### src/hdl/i2cadc_pkg.sv
// ----------------------------------------------------------------------------
// I2C ADC reader package
// Phase codes, register indexes, reset values and the per-step result type.
// ----------------------------------------------------------------------------
package i2cadc_pkg;

	localparam int PHASE_W = 4;

	localparam logic [PHASE_W-1:0] PH_IDLE   = 4'd0;
	localparam logic [PHASE_W-1:0] PH_START1 = 4'd1;
	localparam logic [PHASE_W-1:0] PH_WADDR1 = 4'd2;
	localparam logic [PHASE_W-1:0] PH_WSETUP = 4'd3;
	localparam logic [PHASE_W-1:0] PH_STOP1  = 4'd4;
	localparam logic [PHASE_W-1:0] PH_START2 = 4'd5;
	localparam logic [PHASE_W-1:0] PH_WADDR2 = 4'd6;
	localparam logic [PHASE_W-1:0] PH_READ   = 4'd7;
	localparam logic [PHASE_W-1:0] PH_STOP2  = 4'd8;

	localparam logic [1:0] REG_WRITE_ADDRESS = 2'd0;
	localparam logic [1:0] REG_READ_ADDRESS  = 2'd1;
	localparam logic [1:0] REG_SETUP_BYTE    = 2'd2;

	localparam logic [7:0] WRITE_ADDRESS_RST = 8'hD0;
	localparam logic [7:0] READ_ADDRESS_RST  = 8'hD1;
	localparam logic [7:0] SETUP_BYTE_RST    = 8'h9C;

	localparam logic [3:0] BITS_PER_BYTE = 4'd8;

	// number of result bytes read; storage holds at most four
	localparam int READ_BYTES_DEF = 4;
	localparam int CAP_DEPTH      = 4;

	localparam int TDATA_OUT_W = 40;
	localparam int TDATA_IN_W  = 8;

	typedef struct packed {
		logic       scl_out;
		logic       sda_out;
		logic       busy_res;
		logic       ack_missing;
		logic [7:0] data_high;
		logic [7:0] data_middle;
		logic [7:0] data_low;
		logic [7:0] status_value;
		logic       not_ready;
		logic       done_res;
	} res_t;

endpackage

### src/hdl/i2cadc_seq.sv
// ----------------------------------------------------------------------------
// I2C ADC reader sequencer
// Bus sequence state and its one-step update for a tick or a begin request.
// ----------------------------------------------------------------------------
module i2cadc_seq #(
	parameter int READ_BYTES = i2cadc_pkg::READ_BYTES_DEF
) (
	input  logic              clk,
	input  logic              arst_n,
	input  logic              step,
	input  logic              func,
	input  logic              sda_in,
	input  logic [7:0]        write_address,
	input  logic [7:0]        read_address,
	input  logic [7:0]        setup_byte,
	output i2cadc_pkg::res_t  res
);
	import i2cadc_pkg::*;

	localparam logic [1:0] LAST_IDX = 2'(READ_BYTES - 1);

	logic [PHASE_W-1:0] phase_q, phase_n;
	logic [1:0]         half_q, half_n;
	logic [3:0]         bitcnt_q, bitcnt_n;
	logic [7:0]         shift_q, shift_n;
	logic [1:0]         byte_q, byte_n;
	logic               ack_q, ack_n;
	logic [7:0]         cap_q [CAP_DEPTH];
	logic [7:0]         cap_n [CAP_DEPTH];
	logic               scl_q, scl_n;
	logic               sda_q, sda_n;
	logic               done;
	logic               last;

	assign last = (byte_q >= LAST_IDX);

	always_comb begin
		phase_n  = phase_q;
		half_n   = half_q;
		bitcnt_n = bitcnt_q;
		shift_n  = shift_q;
		byte_n   = byte_q;
		ack_n    = ack_q;
		cap_n    = cap_q;
		scl_n    = scl_q;
		sda_n    = sda_q;
		done     = 1'b0;
		if (func) begin
			// begin request: ignored while busy
			if (phase_q == PH_IDLE) begin
				phase_n  = PH_START1;
				half_n   = 2'd0;
				bitcnt_n = 4'd0;
				byte_n   = 2'd0;
			end
		end else begin
			case (phase_q)
				PH_IDLE: begin
				end
				PH_START1, PH_START2: begin
					if (half_q == 2'd0) begin
						scl_n  = 1'b1;
						sda_n  = 1'b1;
						half_n = 2'd1;
					end else if (half_q == 2'd1) begin
						scl_n  = 1'b1;
						sda_n  = 1'b0;
						half_n = 2'd2;
					end else begin
						scl_n    = 1'b0;
						sda_n    = 1'b0;
						half_n   = 2'd0;
						bitcnt_n = 4'd0;
						if (phase_q == PH_START1) begin
							shift_n = write_address;
							phase_n = PH_WADDR1;
						end else begin
							shift_n = read_address;
							phase_n = PH_WADDR2;
						end
					end
				end
				PH_WADDR1, PH_WSETUP, PH_WADDR2: begin
					if (bitcnt_q < BITS_PER_BYTE) begin
						if (half_q == 2'd0) begin
							scl_n  = 1'b1;
							sda_n  = shift_q[7];
							half_n = 2'd1;
						end else begin
							scl_n    = 1'b0;
							shift_n  = {shift_q[6:0], 1'b0};
							bitcnt_n = bitcnt_q + 4'd1;
							half_n   = 2'd0;
						end
					end else if (half_q == 2'd0) begin
						scl_n  = 1'b1;
						sda_n  = 1'b1;
						half_n = 2'd1;
					end else begin
						// sample the slave acknowledge
						ack_n    = sda_in;
						scl_n    = 1'b0;
						sda_n    = 1'b1;
						half_n   = 2'd0;
						bitcnt_n = 4'd0;
						if (phase_q == PH_WADDR1) begin
							shift_n = setup_byte;
							phase_n = PH_WSETUP;
						end else if (phase_q == PH_WSETUP) begin
							phase_n = PH_STOP1;
						end else begin
							shift_n = 8'd0;
							byte_n  = 2'd0;
							phase_n = PH_READ;
						end
					end
				end
				PH_READ: begin
					if (bitcnt_q < BITS_PER_BYTE) begin
						if (half_q == 2'd0) begin
							scl_n  = 1'b1;
							sda_n  = 1'b1;
							half_n = 2'd1;
						end else begin
							shift_n  = {shift_q[6:0], sda_in};
							scl_n    = 1'b0;
							sda_n    = 1'b1;
							bitcnt_n = bitcnt_q + 4'd1;
							half_n   = 2'd0;
						end
					end else if (half_q == 2'd0) begin
						// master acknowledge, NACK on the last byte
						scl_n  = 1'b1;
						sda_n  = last;
						half_n = 2'd1;
					end else begin
						scl_n         = 1'b0;
						sda_n         = 1'b1;
						cap_n[byte_q] = shift_q;
						shift_n       = 8'd0;
						bitcnt_n      = 4'd0;
						half_n        = 2'd0;
						if (last) begin
							phase_n = PH_STOP2;
						end else begin
							byte_n = byte_q + 2'd1;
						end
					end
				end
				PH_STOP1, PH_STOP2: begin
					if (half_q == 2'd0) begin
						scl_n  = 1'b0;
						sda_n  = 1'b0;
						half_n = 2'd1;
					end else if (half_q == 2'd1) begin
						scl_n  = 1'b1;
						sda_n  = 1'b0;
						half_n = 2'd2;
					end else begin
						scl_n  = 1'b1;
						sda_n  = 1'b1;
						half_n = 2'd0;
						if (phase_q == PH_STOP1) begin
							phase_n = PH_START2;
						end else begin
							phase_n = PH_IDLE;
							done    = 1'b1;
						end
					end
				end
				default: begin
					phase_n = PH_IDLE;
				end
			endcase
		end
	end

	always_ff @(posedge clk or negedge arst_n) begin
		if (!arst_n) begin
			phase_q  <= PH_IDLE;
			half_q   <= 2'd0;
			bitcnt_q <= 4'd0;
			shift_q  <= 8'd0;
			byte_q   <= 2'd0;
			ack_q    <= 1'b0;
			for (int i = 0; i < CAP_DEPTH; i++) begin
				cap_q[i] <= 8'd0;
			end
			scl_q    <= 1'b1;
			sda_q    <= 1'b1;
		end else if (step) begin
			phase_q  <= phase_n;
			half_q   <= half_n;
			bitcnt_q <= bitcnt_n;
			shift_q  <= shift_n;
			byte_q   <= byte_n;
			ack_q    <= ack_n;
			cap_q    <= cap_n;
			scl_q    <= scl_n;
			sda_q    <= sda_n;
		end
	end

	always_comb begin
		res.scl_out      = scl_n;
		res.sda_out      = sda_n;
		res.busy_res     = (phase_n != PH_IDLE);
		res.ack_missing  = ack_n;
		res.data_high    = cap_n[0];
		res.data_middle  = cap_n[1];
		res.data_low     = cap_n[2];
		res.status_value = cap_n[3];
		res.not_ready    = cap_n[3][7];
		res.done_res     = done;
	end

	a_bitcnt_range: assert property (@(posedge clk) disable iff (!arst_n)
		bitcnt_q <= BITS_PER_BYTE)
		else $error("bit counter past one byte");

	a_done_idle: assert property (@(posedge clk) disable iff (!arst_n)
		step && done |=> phase_q == PH_IDLE)
		else $error("done without return to idle");

	a_read_byte_range: assert property (@(posedge clk) disable iff (!arst_n)
		phase_q == PH_READ |-> byte_q <= LAST_IDX)
		else $error("read byte index past last byte");

	a_start_scl_high: assert property (@(posedge clk) disable iff (!arst_n)
		(phase_q == PH_START1 || phase_q == PH_START2) && half_q != 2'd0 |-> scl_q)
		else $error("SCL low inside start condition");

endmodule

### src/hdl/i2c_adc_conversion_reader_top.sv
// ----------------------------------------------------------------------------
// I2C ADC conversion reader
// Open-drain I2C master stepping one half-bit per tick request.
//
//  channel   dir  handshake          payload
//  s_*       in   tvalid / tready    tuser = func, tdata[0] = sda_in
//  m_*       out  tvalid / tready    tdata = line levels, flags, result bytes,
//                                    tlast = done_res
//  cfg_*     in   cfg_we             cfg_index, cfg_data
//
// One request per cycle sustained while the output is not stalled; each
// passes from the input register through the sequencer update into the
// result register.
// Reset puts the bus lines released, the sequencer idle and the registers at
// their defaults. A stalled output holds its result while the input register
// still accepts one more request.
// ----------------------------------------------------------------------------
module i2c_adc_conversion_reader_top #(
	parameter int READ_BYTES = i2cadc_pkg::READ_BYTES_DEF
) (
	input  logic                                clk,
	input  logic                                arst_n,
	input  logic                                s_tvalid,
	output logic                                s_tready,
	input  logic                                s_tuser,  // [0] func
	input  logic [i2cadc_pkg::TDATA_IN_W-1:0]   s_tdata,  // [0] sda_in, [7:1] zero
	output logic                                m_tvalid,
	input  logic                                m_tready,
	output logic                                m_tlast,  // done_res
	// [0] scl_out, [1] sda_out, [2] busy_res, [3] ack_missing,
	// [11:4] data_high, [19:12] data_middle, [27:20] data_low,
	// [35:28] status_value, [36] not_ready, [39:37] zero
	output logic [i2cadc_pkg::TDATA_OUT_W-1:0]  m_tdata,
	input  logic                                cfg_we,
	input  logic [1:0]                          cfg_index,
	input  logic [7:0]                          cfg_data
);
	import i2cadc_pkg::*;

	logic       valid_s1;
	logic       func_s1;
	logic       sda_s1;
	logic       advance;
	logic [7:0] write_address_q;
	logic [7:0] read_address_q;
	logic [7:0] setup_byte_q;
	res_t       res;
	logic       m_tvalid_q;
	logic       m_tlast_q;
	logic [TDATA_OUT_W-1:0] m_tdata_q;

	assign advance  = valid_s1 && (!m_tvalid_q || m_tready);
	assign s_tready = !valid_s1 || advance;

	always_ff @(posedge clk or negedge arst_n) begin
		if (!arst_n) begin
			write_address_q <= WRITE_ADDRESS_RST;
			read_address_q  <= READ_ADDRESS_RST;
			setup_byte_q    <= SETUP_BYTE_RST;
		end else if (cfg_we) begin
			case (cfg_index)
				REG_WRITE_ADDRESS: write_address_q <= cfg_data;
				REG_READ_ADDRESS:  read_address_q  <= cfg_data;
				REG_SETUP_BYTE:    setup_byte_q    <= cfg_data;
				default: begin
				end
			endcase
		end
	end

	// input register
	always_ff @(posedge clk or negedge arst_n) begin
		if (!arst_n) begin
			valid_s1 <= 1'b0;
		end else if (s_tready) begin
			valid_s1 <= s_tvalid;
		end
	end

	always_ff @(posedge clk) begin
		if (s_tready && s_tvalid) begin
			func_s1 <= s_tuser;
			sda_s1  <= s_tdata[0];
		end
	end

	i2cadc_seq #(
		.READ_BYTES(READ_BYTES)
	) u_seq (
		.clk           (clk),
		.arst_n        (arst_n),
		.step          (advance),
		.func          (func_s1),
		.sda_in        (sda_s1),
		.write_address (write_address_q),
		.read_address  (read_address_q),
		.setup_byte    (setup_byte_q),
		.res           (res)
	);

	// result register
	always_ff @(posedge clk or negedge arst_n) begin
		if (!arst_n) begin
			m_tvalid_q <= 1'b0;
		end else if (advance) begin
			m_tvalid_q <= 1'b1;
		end else if (m_tready) begin
			m_tvalid_q <= 1'b0;
		end
	end

	always_ff @(posedge clk) begin
		if (advance) begin
			m_tlast_q <= res.done_res;
			m_tdata_q <= {3'b000, res.not_ready, res.status_value, res.data_low,
				res.data_middle, res.data_high, res.ack_missing, res.busy_res,
				res.sda_out, res.scl_out};
		end
	end

	assign m_tvalid = m_tvalid_q;
	assign m_tlast  = m_tlast_q;
	assign m_tdata  = m_tdata_q;

	a_hold_request: assert property (@(posedge clk) disable iff (!arst_n)
		valid_s1 && !advance |=> valid_s1 && $stable(func_s1) && $stable(sda_s1))
		else $error("pending request lost");

	a_step_loads_result: assert property (@(posedge clk) disable iff (!arst_n)
		advance |=> m_tvalid_q)
		else $error("result register not loaded");

	a_no_overwrite: assert property (@(posedge clk) disable iff (!arst_n)
		m_tvalid_q && !m_tready |-> !advance)
		else $error("result overwritten while stalled");

endmodule
### config.mk
export PLATFORM = sky130hd
export DESIGN_NAME = i2c_adc_conversion_reader_top
export DESIGN_NICKNAME = d
export VERILOG_FILES = /design/src/hdl/i2cadc_pkg.sv /design/src/hdl/i2cadc_seq.sv /design/src/hdl/i2c_adc_conversion_reader_top.sv
export SDC_FILE = /design/constraint.sdc
export NUM_CORES = 1
export LEC_CHECK = 0
export ABC_AREA = 1
export BUFFER_PORTS_ARGS = -buffer_cell sky130_fd_sc_hd__buf_2
export CAP_MARGIN = 20
export CORE_ASPECT_RATIO = 0.6
export CORE_MARGIN = 2
export CORE_UTILIZATION = 55
export CTS_BUF_LIST = sky130_fd_sc_hd__clkbuf_8
export CTS_CLUSTER_DIAMETER = 80
export DETAILED_ROUTE_END_ITERATION = 10
export PLACE_DENSITY_LB_ADDON = 0.08
export SLEW_MARGIN = 20
export SYNTH_ARGS = -nofsm -noshare
export SYNTH_HDL_FRONTEND = slang
export SYNTH_HIERARCHICAL = 1
export SYNTH_SLANG_ARGS = --single-unit
### constraint.sdc
create_clock -name clk -period 3.65 [get_ports clk]
set_input_delay 0.5475 -clock clk [delete_from_list [all_inputs] [get_ports clk]]
set_output_delay 0.5475 -clock clk [all_outputs]
set_load 0.01 [all_outputs]
==> results.txt, run 1 <==
The worst register-to-register path has a depth of 6. Across every metal layer, demand over resource in global routing totals 24.11%. The commonest cells after synthesis are sky130_fd_sc_hd__nand2_1 (307), sky130_fd_sc_hd__dfrtp_1 (68), sky130_fd_sc_hd__edfxtp_1 (40). The synthesized netlist devotes 6.420% of its cell area to compound gates. The fmax is 459.7 MHz. The synthesized design contains 121 register bits. Clock tree synthesis inserted a total of 17 buffers.

The routed via count divided by cell count came out at 5.417. The cell area that synthesis handed to floorplanning was 5886 µm². The final global-route overflow total came out at 0. The ratio of final minimum period to clock period is 59.59%.

The proportion of layout cells with a drive suffix above 1 is 19.00%. The DRC violation total after the first TritonRoute iteration is 482. The number of filler cells placed in the layout came out at 911. The share of synthesized area spent on multiplexers came out at 0%. The total chip power came out at 3.887 mW. The beginning of the worst register-to-register path is u_seq/bitcnt_q[3]$_DFFE_PN0P_. The number of antenna violations at the first check in global routing is 0. The number of synthesized flops with an enable pin came out at 40.

Summed over all nets, the half-perimeter wirelength after detailed placement is 8631 µm. The number of pins with negative max-slew slack in the final report came out at 0. The data arrival at the endpoint of the critical path is 2.55 ns.

The proportion of register bits with asynchronous set or reset after synthesis came out at 66.94%. The critical path launch point type is a flip-flop. The XOR/XNOR share of the synthesized area is 0.1488%. The final instance count without filler cells is 881. The basic-gate share of the synthesized area counting and, or, nand and nor cells came out at 30.85%. The synthesized netlist contains 34 unique library cells. The post-detailed-routing wire length came out at 13040 µm.

The height of the die came out at 84.13 µm. The total via count after detailed routing is 4772. The routability-driven placement congestion ratio is 0.8922. The width of the die came out at 137.6 µm. The core outline area is 10490 µm². The instance count after placement with tap cells included is 849. In the post-synthesis netlist, the biggest area contributors are sky130_fd_sc_hd__dfrtp_1 (29%), sky130_fd_sc_hd__edfxtp_1 (20%), sky130_fd_sc_hd__nand2_1 (20%), sky130_fd_sc_hd__dfstp_2 (5.8%), sky130_fd_sc_hd__nand3_1 (3.1%). Traced cell by cell, the critical path runs through inv_1 -> nor2_1 -> nand4_2 -> o21ai_0 -> nand2_1 -> nand2_1. For the worst setup path, the data required time is 4.02 ns.

The reported max-cap violation count came out at 0. The maximum number of pins on one net before global-route repair is 82. By area, the combinational part of the netlist is dominated by simple AND/OR/NAND/NOR gates. Adding up every negative setup slack in the final design gives 0 ns. The average wire per cell in the routed design came out at 14.80 µm.

The growth of design area from synthesis to finish is 10.99%. The number of nets at the end of the flow is 758. TritonCTS built the clock tree. Synthesis produced a netlist whose cell count is 681. The number of rows in the core area came out at 29. Among the stages of the critical path, the cell type that occurs most often is sky130_fd_sc_hd__nand2_1. The clock latency reported for the late side of the worst-skew pair came out at 0.43 ns. The area share of the largest cell type after synthesis is 28.91%. The power density over the cells came out at 595.0 nW/µm². In this run the clock root is driven by a sky130_fd_sc_hd__clkbuf_8. The number of warning messages in the yosys log is 6. Post-CTS timing repair inserted 0 buffers for setup. The run finished with clean final reports. The most common cell in the synthesized netlist is sky130_fd_sc_hd__nand2_1.

Setup repair after global routing left no endpoint under its margin. The clock period could shrink to 2.175 ns. The largest fanout of any net on the critical path came out at 16. In this design, the largest share of critical-path delay is due to simple AND/OR/NAND/NOR gates. The share of synthesized area occupied by flip-flops and latches is 55.12%. The floorplan step defined a die boundary enclosing 11570 µm². The initial core utilization came out at 56.13%. The path category of the worst min-delay check is input port to async pin. The number of antenna diodes in the final layout is 0.

After detailed routing, the number of remaining DRC violations is 0. In the synthesized netlist the dominant register cell turns out to be sky130_fd_sc_hd__dfrtp_1. The largest individual stage delay along the critical path comes from the cell sky130_fd_sc_hd__dfrtp_1.

The slack of the worst reg-to-reg path is 1.47 ns. The critical path buffer and inverter count is 1. IR analysis of the VDD net gives a maximum drop of 333.4 µV.

Gates resized during post-CTS repair numbered 0. The delay of the slowest cell on the worst path came out at 0.72 ns. The total I/O pin count came out at 67. The synthesized design spends more area on one cell type than any other, namely sky130_fd_sc_hd__dfrtp_1. The class of the most critical setup path is flip-flop to flip-flop. The via count of the first global-routing pass came out at 4453.

The post-cts hold buffer count came out at 0. Averaged over all synthesized cells, the footprint is 8.643 µm². Setup violations remaining at the end of the flow were counted as 0. The H-tree depth reported by CTS came out at 4. For the pin with the worst max-slew slack, the measured transition is 0.7987 ns. The count of input and output buffers came out at 56.

The launching element of the worst setup path is u_seq/bitcnt_q[3]$_DFFE_PN0P_. The buffer depth of the longest clock path is 2. The worst setup path is captured at a flip-flop. The largest clock skew in the final design is 0.01047 ns. The first TritonRoute pass finished after 5 iterations. The clock net in this run drives a total of 121 sinks. The number of routed nets with antenna violations is 0. The endpoint identified for the worst register-to-register timing path is u_seq/cap_q[3]$_DFFE_PN0P_. The relative max-transition margin came out at 46.76%. The first global-routing pass estimated 21270 µm of wire.

After clock tree synthesis, the clock-pin slew on the worst setup and hold paths is 0.08 ns. The leakage power summed over all cells is 3.203 nW. The hold violation count in the final report was 0.

The adder-cell share of the synthesized area came out at 1.063%.
## flip-flops by register name (all words and copies together) (netlist names), 2 cells and up
register         cells
m_tdata             37
read_address_q       8
setup_byte_q         8
u_seq/bitcnt_q       4
u_seq/byte_q         2
u_seq/cap_q         32
u_seq/half_q         2
u_seq/phase_q        4
u_seq/shift_q        8
write_address_q      8
## layout by cell type, fill, tap and decap left out, types with 5 or more instances in the layout
cell                       synthesis  routed
sky130_fd_sc_hd__a21oi_1           8       7
sky130_fd_sc_hd__buf_2             4      55
sky130_fd_sc_hd__clkbuf_8          0      17
sky130_fd_sc_hd__dfrtp_1          68      68
sky130_fd_sc_hd__dfstp_2          13      13
sky130_fd_sc_hd__edfxtp_1         40      40
sky130_fd_sc_hd__ha_1              5       5
sky130_fd_sc_hd__inv_1            30      30
sky130_fd_sc_hd__inv_2             8       8
sky130_fd_sc_hd__inv_6             0       5
sky130_fd_sc_hd__nand2_1         307     307
sky130_fd_sc_hd__nand3_1          37      37
sky130_fd_sc_hd__nand3_4           5       5
sky130_fd_sc_hd__nand4_1          18      18
sky130_fd_sc_hd__nor2_1           30      30
sky130_fd_sc_hd__o21ai_0          19      19
sky130_fd_sc_hd__o21ai_1          30      30
sky130_fd_sc_hd__o21ai_2           8       8
## worst max-delay path by stage
stage	end	slack (ns)	cells past startpoint
floorplan	u_seq/byte_q[0]$_DFFE_PN0P_	0.04	9
CTS	u_seq/cap_q[3]$_DFFE_PN0P_	1.51	6
global placement	u_seq/cap_q[3]$_DFFE_PN0P_	1.63	6
detailed placement	u_seq/cap_q[3]$_DFFE_PN0P_	1.51	6
finish	u_seq/cap_q[3]$_DFFE_PN0P_	1.47	6
global route	u_seq/cap_q[0]$_DFFE_PN0P_	1.28	6
## cell type report
type	count	area, µm²	share of cell area, %
Clock buffer	17	234.0	3.582
Clock inverter	15	141.4	2.164
Inverter	38	142.6	2.183
Multi-Input combinational cell	492	2287	35.01
Sequential cell	121	3244	49.66
Tap cell	139	173.9	2.662
Timing Repair Buffer	59	309.0	4.731
## layer usage
layer / up-vias / wire [µm] / GRT usage [%] / share of wire, %
met5: - / 0 / 0 / 0
li1: 2295 / - / - / -
met3: 25 / 929 / 6.461 / 7.1
met2: 183 / 5818 / 36.73 / 45
met4: 0 / 208 / 7.966 / 1.6
met1: 2269 / 6084 / 33.86 / 47
## kinds of logic after synthesis
logic type | after synthesis
other cells | 1
simple gates | 415
xor+xnor | 1
buf+inv | 70
flops | 121
compound gates | 68
fa+ha+maj | 5
## per-stage QoR
| step | utilization [%] | area [µm²] | hold WS (ns) | worst slack [ns] |
|---|---|---|---|---|
| 2_1_floorplan | - | 5893 | 0.2519 | 0.04498 |
| 3_3_place_gp | 58.68 | 6153 | 0.4510 | 1.633 |
| 3_5_place_dp | 58.68 | 6153 | 0.4538 | 1.508 |
| 4_1_cts | 62.26 | 6529 | 0.2738 | 1.507 |
| 5_1_grt | 62.30 | 6533 | 0.1987 | 1.279 |
| 6_report | 62.30 | 6533 | 0.1319 | 1.475 |
## worst reg2reg max path: cells and delay by family (launching register included)
kind            cells  cell delay (ns)
compound gates      1             0.41
buf+inv             1             0.17
flops               1             0.72
simple gates        4             0.82
## report_power, final
group | switching, mW | internal, mW | leakage, nW
clock | 0.590 | 0.554 | 0.195
combinational | 0.749 | 0.274 | 1.57
sequential | 0.103 | 1.62 | 1.44
(Power assumes the default switching activity.)
==> inputs of run 2 (changes only) <==
ABC_AREA = 0   (was 1)
CORE_UTILIZATION = 54   (was 55)
clock period = 1.9 ns   (was 3.65 ns; I/O delays follow)
==> run 2 against run 1 <==
Compared with the run above:
- synthesized cell count fell by 37%
- sequential power rose by 100%
- the flow now finishes with violations (setup timing)
- worst setup slack got worse by 1.6 ns
- critical endpoint is now m_tdata[24]$_DFFE_PP_
- first-iteration DRC count fell by 40%
- die area fell by 2.4%
- count of clock-buffer cells in the layout did not move
- register-to-register slack got worse by 1.6 ns
- critical path type unchanged
==> results.txt, run 2 <==
The area used by multi-input combinational logic is 2410 µm². The overall global routing resource usage came out at 22.81%. In this run, the combinational gates consume 18.5% of the power. The average wire per cell in the routed design came out at 18.03 µm. The global-route wire length before repair is 19620 µm. TritonCTS built the clock tree. The longest clock path from root to sink contains 2 buffers.

The number of filler cells placed in the layout is 737. The proportion of register bits with asynchronous set or reset after synthesis is 66.94%. The HPWL after detailed placement is 7857 µm. The first detailed-routing pass ran for 6 iterations. The startpoint identified for the worst register-to-register timing path is u_seq/phase_q[1]$_DFFE_PN0P_.

The cell count after synthesis is 429. The minimum clock period after layout came out at 2.023 ns. The clock latency reported for the late side of the worst-skew pair came out at 0.42 ns. The critical path launch point type is a flip-flop. The switching power came out at 2.103 mW. The number of cells traversed by the worst register-to-register path came out at 8. The share of synthesized area occupied by flip-flops and latches came out at 57.60%. The growth of design area from synthesis to finish is 22.88%.

The number of pins with negative max-slew slack in the final report was 0. In this run the tightest slew margin relative to its limit is 66.32%. The core region is 9985 µm². The slack of the worst reg-to-reg path is -0.12 ns. The area of the die came out at 11290 µm². For this design, the slowest cell found on the critical path is sky130_fd_sc_hd__dfrtp_1. The startpoint identified for the worst hold timing path is s_tuser. The internal power contribution came out at 4.943 mW. The switching part of the total power is 29.84%. The min-delay analysis places its worst path in the category input port to flip-flop.

The average size of a mapped cell is 13.13 µm². The required time of the critical path is 2.07 ns. The transition time at the pin with the least slew margin is 0.5052 ns. The library cell used most frequently in the layout, excluding fill and tap cells, is sky130_fd_sc_hd__mux2_2. Setup repair after global routing could not meet its margin everywhere. Summed over all failing endpoints, the final setup total negative slack is -3.661 ns. In the post-synthesis netlist, the biggest area contributors are sky130_fd_sc_hd__dfrtp_1 (30%), sky130_fd_sc_hd__edfxtp_1 (21%), sky130_fd_sc_hd__mux2_2 (20%), sky130_fd_sc_hd__dfstp_2 (6.1%), sky130_fd_sc_hd__buf_4 (1.6%). The DRC violation total after the first TritonRoute iteration is 288. The class of the most critical setup path is flip-flop to flip-flop. The register bit total from synthesis is 121. The initial core utilization is 56.42%.

The top cell types in the final layout, fill and taps aside, are sky130_fd_sc_hd__mux2_2 (72), sky130_fd_sc_hd__dfrtp_1 (68), sky130_fd_sc_hd__buf_2 (55). The compound-gate portion of the synthesized area came out at 6.753%. By count the netlist is led by sky130_fd_sc_hd__mux2_2 (102), sky130_fd_sc_hd__dfrtp_1 (68), sky130_fd_sc_hd__edfxtp_1 (40). The number of sinks on the clock net is 121. For this run, design rule violations remaining after detail routing come to 0.

The tree is rooted in a sky130_fd_sc_hd__clkbuf_8. The sequential standard cell area came out at 3244 µm². The number of routed nets with antenna violations came out at 0. Data arrives at the worst endpoint at 2.19 ns. Yosys instantiated no cell more often than sky130_fd_sc_hd__mux2_2. In this run, flip-flops and latches consume 49.7% of the power. The endpoint identified for the worst register-to-register timing path is m_tdata[24]$_DFFE_PP_. The final global-route overflow total came out at 0. The final core area utilization came out at 69.32%. In this run the power density over the cells is 1018 nW/µm².

The clock-pin slew on the worst setup and hold paths is 0.07 ns. The via count of the first global-routing pass came out at 3787. The routed via count divided by cell count is 5.574.

The final critical-path setup slack came out at -0.1227 ns. STA classifies the critical path endpoint as a flip-flop. The congestion estimate from routability-driven global placement came to 0.8515. The flip-flop count of the largest register after layout is 37. The hold violation count in the final report is 0. The total via count after detailed routing is 3679. The flow ran to the end, but the final reports show violations. The delay of the slowest cell on the worst path came out at 0.37 ns. Walking the worst path, the cells encountered are buf_4 -> nand2b_4 -> or3_4 -> nor3_4 -> buf_4 -> and2_4 -> buf_4 -> mux2_4.

The number of nets at the end of the flow is 541. Summed over all instances, the cell type with the most area after synthesis is sky130_fd_sc_hd__dfrtp_1. Setup violations remaining at the end of the flow were counted as 49. The worst hold endpoint is func_s1$_DFFE_PP_.

The main combinational cell family by area after synthesis is multiplexers. The clock network is responsible for 31.8% of the overall power. The XOR/XNOR share of the synthesized area came out at 0.4665%. The post-detailed-routing wire length came out at 11900 µm. The total I/O pin count is 67. The synthesized netlist devotes 9.574% of its cell area to simple gates. The H-tree depth reported by CTS came out at 4. The share of synthesized area spent on multiplexers came out at 20.57%. The maximum number of pins on one net before global-route repair came out at 46. The largest clock skew in the final design is 0.01099 ns.

The checks that failed: setup timing. Among all flip-flop cells after synthesis, the most frequent one is sky130_fd_sc_hd__dfrtp_1. Yosys mapped a number of flops with a built-in enable equal to 40. The most numerous cell type found on the critical path is sky130_fd_sc_hd__buf_4.

The number of warning messages in the yosys log is 6. Of the total synthesized cell area, the portion taken by full adders, half adders and majority gates is 1.111%. The fmax came out at 494.4 MHz. The die is 135.9 µm wide. The number of antenna violations at the first check in global routing is 0. The proportion of layout cells with a drive suffix above 1 came out at 51.43%. The leakage power summed over all cells came out at 3.023 nW.

The worst hold path stage count is 1. The number of distinct library cells after synthesis is 50. The ratio of final minimum period to clock period is 106.5%. Along the worst path, the maximum fanout reaches 4. The number of rows in the core area is 28. The peak ir drop on the vdd network came out at 608.4 µV. From bottom edge to top edge, the die measures 83.11 µm. The antenna cell count is 0. The count of input and output buffers came out at 56. The reported max-cap violation count came out at 0. TritonCTS created 17 clock buffers. In this run the biggest area consumer among cell types represents 30.21% of the synthesized area. The synthesized cell area is 5633 µm².
-- run 2: worst max-delay path by stage --
| stage | start | endpoint | slack (ns) |
|---|---|---|---|
| CTS | func_s1$_DFFE_PP_ | m_tdata[24]$_DFFE_PP_ | -0.10 |
| floorplan | u_seq/phase_q[3]$_DFFE_PN0P_ | m_tdata[35]$_DFFE_PP_ | -0.49 |
| finish | u_seq/phase_q[1]$_DFFE_PN0P_ | m_tdata[24]$_DFFE_PP_ | -0.12 |
| global placement | u_seq/phase_q[3]$_DFFE_PN0P_ | m_tdata[32]$_DFFE_PP_ | -0.24 |
| detailed placement | u_seq/phase_q[3]$_DFFE_PN0P_ | m_tdata[31]$_DFFE_PP_ | -0.25 |
| global route | u_seq/phase_q[3]$_DFFE_PN0P_ | m_tdata[24]$_DFFE_PP_ | -0.18 |
-- run 2: cells by family (layout without fill, tap and decap cells) --
family                   Yosys count  in the layout
XOR/XNOR                           3              3
adder cells (fa/ha/maj)            5              5
buffers and inverters             44            138
multiplexers                     103            103
AND/OR/NAND/NOR                   98             98
flip-flops                       121            121
AO/OA/AOI/OAI                     54             54
other                              1              3
-- run 2: power by group through the flow --
stage          clock (mW)  combinational, mW  sequential (mW)
4_1_cts              2.29               1.26             3.48
5_1_grt              2.42               1.42             3.55
3_5_place_dp            0               1.23             3.53
6_report             2.24               1.30             3.50
3_3_place_gp            0               1.21             3.51
2_1_floorplan           0              0.970             3.28
-- run 2: area by class of cell --
cell class / count / area share, %
clock buffer: 17 / 3.380
clock inverter: 15 / 2.151
inverter: 5 / 0.2711
multi-input combinational: 266 / 34.82
sequential: 121 / 46.87
tap: 135 / 2.440
timing repair buffer: 101 / 10.07
-- run 2: worst max-delay path, delay by kind of cell (launching register included) --
kind	cells	cell delay, ns
simple gates	4	0.69
mux	1	0.30
flops	1	0.37
buf+inv	3	0.42
-- run 2: layer usage --
layer  track usage, %  part of all wire [%]  vias to the layer above  wire length (µm)
li1                 -                     -                     1731                 -
met1            33.84                    48                     1817              5763
met2            33.24                    45                      123              5300
met3            7.082                   6.3                        8               752
met4            4.830                  0.67                        0                80
met5                0                     0                        -                 0
-- run 2: repair_timing --
item / CTS / global route
endpoints found under the setup margin: 76 / 82
pin swaps: 13 / 13
setup buffers: 5 / 1
hold endpoints to repair: 29 / 0
gates resized for setup: 18 / 14
hold buffers: 1 / 0
-- run 2: through the flow --
stage,power [mW],instance area (µm²),setup WS [ns],instances,hold WS [ns]
detailed placement,4.759,6390,-0.2468,623,0.2836
finish,7.046,6922,-0.1227,660,0.03201
CTS,7.037,6854,-0.1007,659,0.003431
global route,7.392,6922,-0.1838,660,0.0001298
floorplan,4.246,5786,-0.4948,431,-0.01059
global placement,4.715,6390,-0.2418,623,0.2805
